<file path="config.mk">
export PLATFORM = sky130hd
export DESIGN_NAME = kpsd_level_step
export DESIGN_NICKNAME = d
export VERILOG_FILES = /design/src/hw/rtl/kpsd_pkg.sv /design/src/hw/rtl/kpsd_level_step.sv
export SDC_FILE = /design/constraint.sdc
export NUM_CORES = 1
export LEC_CHECK = 0
export BUFFER_PORTS_ARGS = -buffer_cell sky130_fd_sc_hd__buf_2
export CORE_ASPECT_RATIO = 0.75
export CORE_UTILIZATION = 50
export DETAILED_ROUTE_END_ITERATION = 10
export PLACE_DENSITY = 0.8
export SETUP_SLACK_MARGIN = 0.1
export SLEW_MARGIN = 30
export SYNTH_ARGS = -nofsm -noshare
export SYNTH_HDL_FRONTEND = slang
export SYNTH_SLANG_ARGS = --single-unit
</file>
<file path="constraint.sdc">
create_clock -name vclk -period 8.54
set_clock_uncertainty 0.1 [all_clocks]
set_input_delay 0.427 -clock vclk [all_inputs]
set_output_delay 0.427 -clock vclk [all_outputs]
set_load 0.03 [all_outputs]
</file>
<file path="src/hw/rtl/kpsd_pkg.sv">
// ============================================================================
// kpsd_pkg - shared types and constants for the order-statistic count tree
// Holds the sequencer state type, the level step control bundle and the
// fixed field widths of the stream interface.
// ============================================================================
package kpsd_pkg;

	// Width of the rank field carried in the input transaction.
	localparam int unsigned RANK_W = 17;
	// Width of the position field carried in the result transaction.
	localparam int unsigned POS_W = 16;
	// Byte-padded tdata widths of the two channels.
	localparam int unsigned S_DATA_W = 24;
	localparam int unsigned M_DATA_W = 16;

	typedef enum logic [1:0] {
		ST_CLEAR,
		ST_IDLE,
		ST_WALK,
		ST_FINISH
	} state_t;

	// Decision of one tree level, handed from the step unit to the sequencer.
	typedef struct packed {
		logic at_leaf;
		logic go_right;
	} step_ctl_t;

endpackage

</file>
<file path="src/hw/rtl/kpsd_level_step.sv">
// ============================================================================
// kpsd_level_step - one level of the count tree descent
// Splits the current range at its midpoint, forms the live count of the left
// subtree from its size and its deletion count, and picks the child to enter.
// ============================================================================
module kpsd_level_step #(
	parameter int unsigned LEAVES = 65536
) (
	input  logic [$clog2(LEAVES)-1:0]   lo,
	input  logic [$clog2(LEAVES)-1:0]   hi,
	input  logic [kpsd_pkg::RANK_W-1:0] k,
	input  logic [$clog2(LEAVES+1)-1:0] del_left,
	input  logic [$clog2(LEAVES+1)-1:0] del_right,
	output kpsd_pkg::step_ctl_t         ctl,
	output logic [$clog2(LEAVES)-1:0]   next_lo,
	output logic [$clog2(LEAVES)-1:0]   next_hi,
	output logic [kpsd_pkg::RANK_W-1:0] next_k,
	output logic [$clog2(LEAVES+1)-1:0] next_del
);

	localparam int unsigned PW   = $clog2(LEAVES);
	localparam int unsigned CW   = $clog2(LEAVES + 1);
	localparam int unsigned KW   = kpsd_pkg::RANK_W;
	localparam int unsigned CMPW = (CW > KW) ? CW : KW;

	logic [PW:0]     mid_w;
	logic [PW-1:0]   mid;
	logic [PW-1:0]   diff_l;
	logic [CW-1:0]   lsize;
	logic [CW-1:0]   lcount;
	logic [CMPW-1:0] k_ext;
	logic [CMPW-1:0] lcount_ext;
	logic [CMPW-1:0] k_diff;

	always_comb begin
		mid_w      = ({1'b0, lo} + {1'b0, hi}) >> 1;
		mid        = mid_w[PW-1:0];
		diff_l     = mid - lo;
		lsize      = CW'(diff_l) + CW'(1);
		lcount     = lsize - del_left;
		k_ext      = CMPW'(k);
		lcount_ext = CMPW'(lcount);
		k_diff     = k_ext - lcount_ext;

		ctl.at_leaf  = (lo == hi);
		ctl.go_right = (k_ext > lcount_ext);

		next_lo  = ctl.go_right ? (mid + PW'(1)) : lo;
		next_hi  = ctl.go_right ? hi : mid;
		next_k   = ctl.go_right ? k_diff[KW-1:0] : k;
		next_del = ctl.go_right ? del_right : del_left;
	end

endmodule

</file>
==> impl_metrics.csv <==
group,metric,value,unit
outcome,result_of_the_run,"finished clean",
timing,maxSlewViolCount,0,
layout,area_growth,20.9,%
setup_path,critPathMaxStageDelay,0.44,ns
global_routing,gr-usage-met1,31.8,%
layout,post_route_cells_drive_above_1_share,29.3,%
synth,synth_area_leader_cell,"sky130_fd_sc_hd__ha_1",
run,max-cap-violations,0,
routing,final_routed_wirelength,10600,um
synth,synth_top_family_by_area,"adder cells",
synth,synth_xor_xnor_area_share,13.8,%
clock_tree,ctsResizeCount,0,
synth,post_synth_and_or_nand_nor_area_fraction,20.1,%
global_routing,total_overflow_reported_by_the_global_router,0,
timing,total_negative_setup_slack,0,ns
floorplan,dieHeight,81.2,um
routing,detail_route.first_pass.iterations,5,
synth,ys_types,67,
placed_design,io_buffer_count,151,
synth,syn_area,4180,sq um
global_routing,grt_max_degree,37,
global_routing,globalRouteTotalUtil,23.1,%
synth,synth.top_cell.area_share,24.0,%
synth,synth_mux_area_share,8.77,%
synth,synth_fa_ha_area_share,25.9,%
timing,rsz0062_at_grt,"no",
clock_tree,cts_hold_buffers,0,
global_routing,highest_utilization_routing_layer_at_the_global_route_stage,"met2",
layout,flops_and_latches,0,
timing,setup-violations-final,0,
setup_path,timing.critical_path.arrival,7.11,ns
synth,ys.warnings.count,0,
worst_hold_path,hp-class,"in2out",
synth,post_synth_net_total,738,
synth,yosys-top-cells-area,"sky130_fd_sc_hd__ha_1 24%, sky130_fd_sc_hd__xnor2_1 9.0%, sky130_fd_sc_hd__mux2_2 7.8%, sky130_fd_sc_hd__inv_1 5.4%, sky130_fd_sc_hd__o21ai_0 4.9%",
global_routing,grt_use_met2,41.7,%
floorplan,die_width,108,um
timing,finalHoldWorstSlack,1.10,ns
synth,seq_area_frac_synth,0,%
layout,n_antenna_cell,0,
setup_path,crit_slowest_cell,"sky130_fd_sc_hd__xnor2_1",
layout,final-seq-area,0,sq um
placed_design,place_hpwl,9180,um
timing,finalCritPeriodShare,89.4,%
floorplan,coreArea,7990,sq um
layout,layout.filler_cells,742,
layout,instances_no_fill,819,
global_routing,wire_length_of_the_first_global_routing_pass,16900,um
timing,timing.final.hold_violations,0,
global_routing,grt.met3_usage,0.642,%
timing,timing.slew.headroom,62.7,%
setup_path,timing.critical_path.required,8.01,ns
global_routing,number_of_antenna_violations_at_the_first_check_in_global_routing,0,
routing,route.detailed.wl_per_inst,12.9,um
routing,drt-vias-per-instance,5.47,
timing,timing.fmax,131,MHz
setup_path,crit_path_end_kind,"output port",
layout,post_layout_nets,883,
floorplan,start_util,52.3,%
synth,synth_cells,571,
layout,utilization,63.3,%
placed_design,dpl.cell_count,819,
timing,worst_slew_pin_slew,0.555,ns
timing,final_critical_delay_including_setup_and_external_delays,7.63,ns
global_routing,number_of_global_route_vias_before_repair,3970,
setup_path,startpoint_to_endpoint_class_of_the_critical_path,"in2out",
synth,synth-compound-area-share,24.9,%
synth,syn_avg_cell_area,7.32,sq um
setup_path,critical_path.startpoint_type,"input pin",
layout,num-clock-buffers,0,
floorplan,std_cell_rows,28,
routing,detailedRoute.firstIterationViolations,177,
floorplan,die_area,8730,sq um
routing,route.vias.total,4484,
clock_tree,post-cts-setup-buffer-count,0,
setup_path,path_max_fanout,36,
placed_design,place.gp.congestion,0.915,
routing,ant_nets,0,
routing,drc_violations_left,0,
floorplan,ios,151,
-- per-layer routing --
layer,up-vias,share of wire (%)
met3,9,5.6
met4,0,0.63
met5,-,0
met1,1984,50
li1,2336,-
met2,155,44
-- synth_stat cells, types with 4 or more instances --
| library cell | count |
|---|---|
| sky130_fd_sc_hd__o21a_1 | 9 |
| sky130_fd_sc_hd__mux2i_1 | 4 |
| sky130_fd_sc_hd__ha_1 | 80 |
| sky130_fd_sc_hd__and3_1 | 4 |
| sky130_fd_sc_hd__fa_1 | 4 |
| sky130_fd_sc_hd__or2_2 | 4 |
| sky130_fd_sc_hd__inv_1 | 60 |
| sky130_fd_sc_hd__buf_2 | 5 |
| sky130_fd_sc_hd__xnor2_1 | 43 |
| sky130_fd_sc_hd__o21ai_0 | 41 |
| sky130_fd_sc_hd__mux2_2 | 29 |
| sky130_fd_sc_hd__o21bai_1 | 7 |
| sky130_fd_sc_hd__nor4_1 | 6 |
| sky130_fd_sc_hd__a21o_1 | 17 |
| sky130_fd_sc_hd__a31oi_1 | 8 |
| sky130_fd_sc_hd__nand2_1 | 53 |
| sky130_fd_sc_hd__nor2_1 | 38 |
| sky130_fd_sc_hd__nand2b_1 | 5 |
| sky130_fd_sc_hd__a21oi_1 | 39 |
| sky130_fd_sc_hd__xor2_1 | 19 |
| sky130_fd_sc_hd__nor3_1 | 10 |
| sky130_fd_sc_hd__o21ai_1 | 4 |
| sky130_fd_sc_hd__nand4_1 | 4 |
| sky130_fd_sc_hd__nand3_1 | 13 |
-- kinds of logic after synthesis --
logic type / Yosys count
xor+xnor: 64
simple gates: 162
buf+inv: 71
fa+ha+maj: 84
mux: 33
compound gates: 157
-- cell usage in the layout, fill, tap and decap left out, drive strengths merged, types with 4 or more instances in the layout --
| master | synthesis | final |
|---|---|---|
| fa | 4 | 4 |
| and2 | 4 | 4 |
| mux2i | 4 | 4 |
| o21bai | 7 | 7 |
| ha | 80 | 80 |
| a21oi | 40 | 40 |
| a31oi | 8 | 8 |
| nor3 | 12 | 12 |
| or2 | 4 | 4 |
| nor2b | 4 | 4 |
| o21a | 9 | 9 |
| nor2 | 38 | 38 |
| nand2 | 53 | 53 |
| xnor2 | 45 | 45 |
| nor4 | 6 | 6 |
| inv | 60 | 60 |
| xor2 | 19 | 19 |
| and3 | 5 | 5 |
| nand2b | 5 | 5 |
| o21ai | 46 | 46 |
| nand4 | 5 | 5 |
| a21o | 17 | 17 |
| mux2 | 29 | 29 |
| nand3 | 14 | 14 |
| buf | 8 | 154 |
-- worst max-delay path, delay by kind of cell --
kind | cells | cell delay (ns)
AND/OR/NAND/NOR | 3 | 0.57
buffers and inverters | 3 | 0.67
XOR/XNOR | 3 | 0.65
adder cells (fa/ha/maj) | 5 | 1.63
AO/OA/AOI/OAI | 17 | 2.77
multiplexers | 1 | 0.39
-- metrics by stage --
| stage | instance area [sq um] | setup slack [ns] |
|---|---|---|
| 6_report | 5050 | 0.906 |
| 3_5_place_dp | 5050 | 0.957 |
| 5_1_grt | 5050 | 0.355 |
| 2_1_floorplan | 4180 | 1.35 |
| 3_3_place_gp | 5050 | 0.980 |
| 4_1_cts | 5050 | 0.895 |
-- cell type report --
type / count / area (sq um) / share of cell area (%)
multi-input combinational: 500 / 3920 / 77.5
timing repair buffer: 154 / 778 / 15.4
tap: 105 / 131 / 2.60
inverter: 60 / 225 / 4.46
-- path summary, 6_finish.rpt --
check	startpoint	endpoint	slack, ns	depth (start not counted)
worst max-delay path	lo[1]	next_lo[0]	0.91	32
worst min-delay path	del_right[7]	next_del[7]	1.10	4
Power is not shown: default switching activity piles up to over one toggle a cycle in this logic, so the estimate is an artifact.
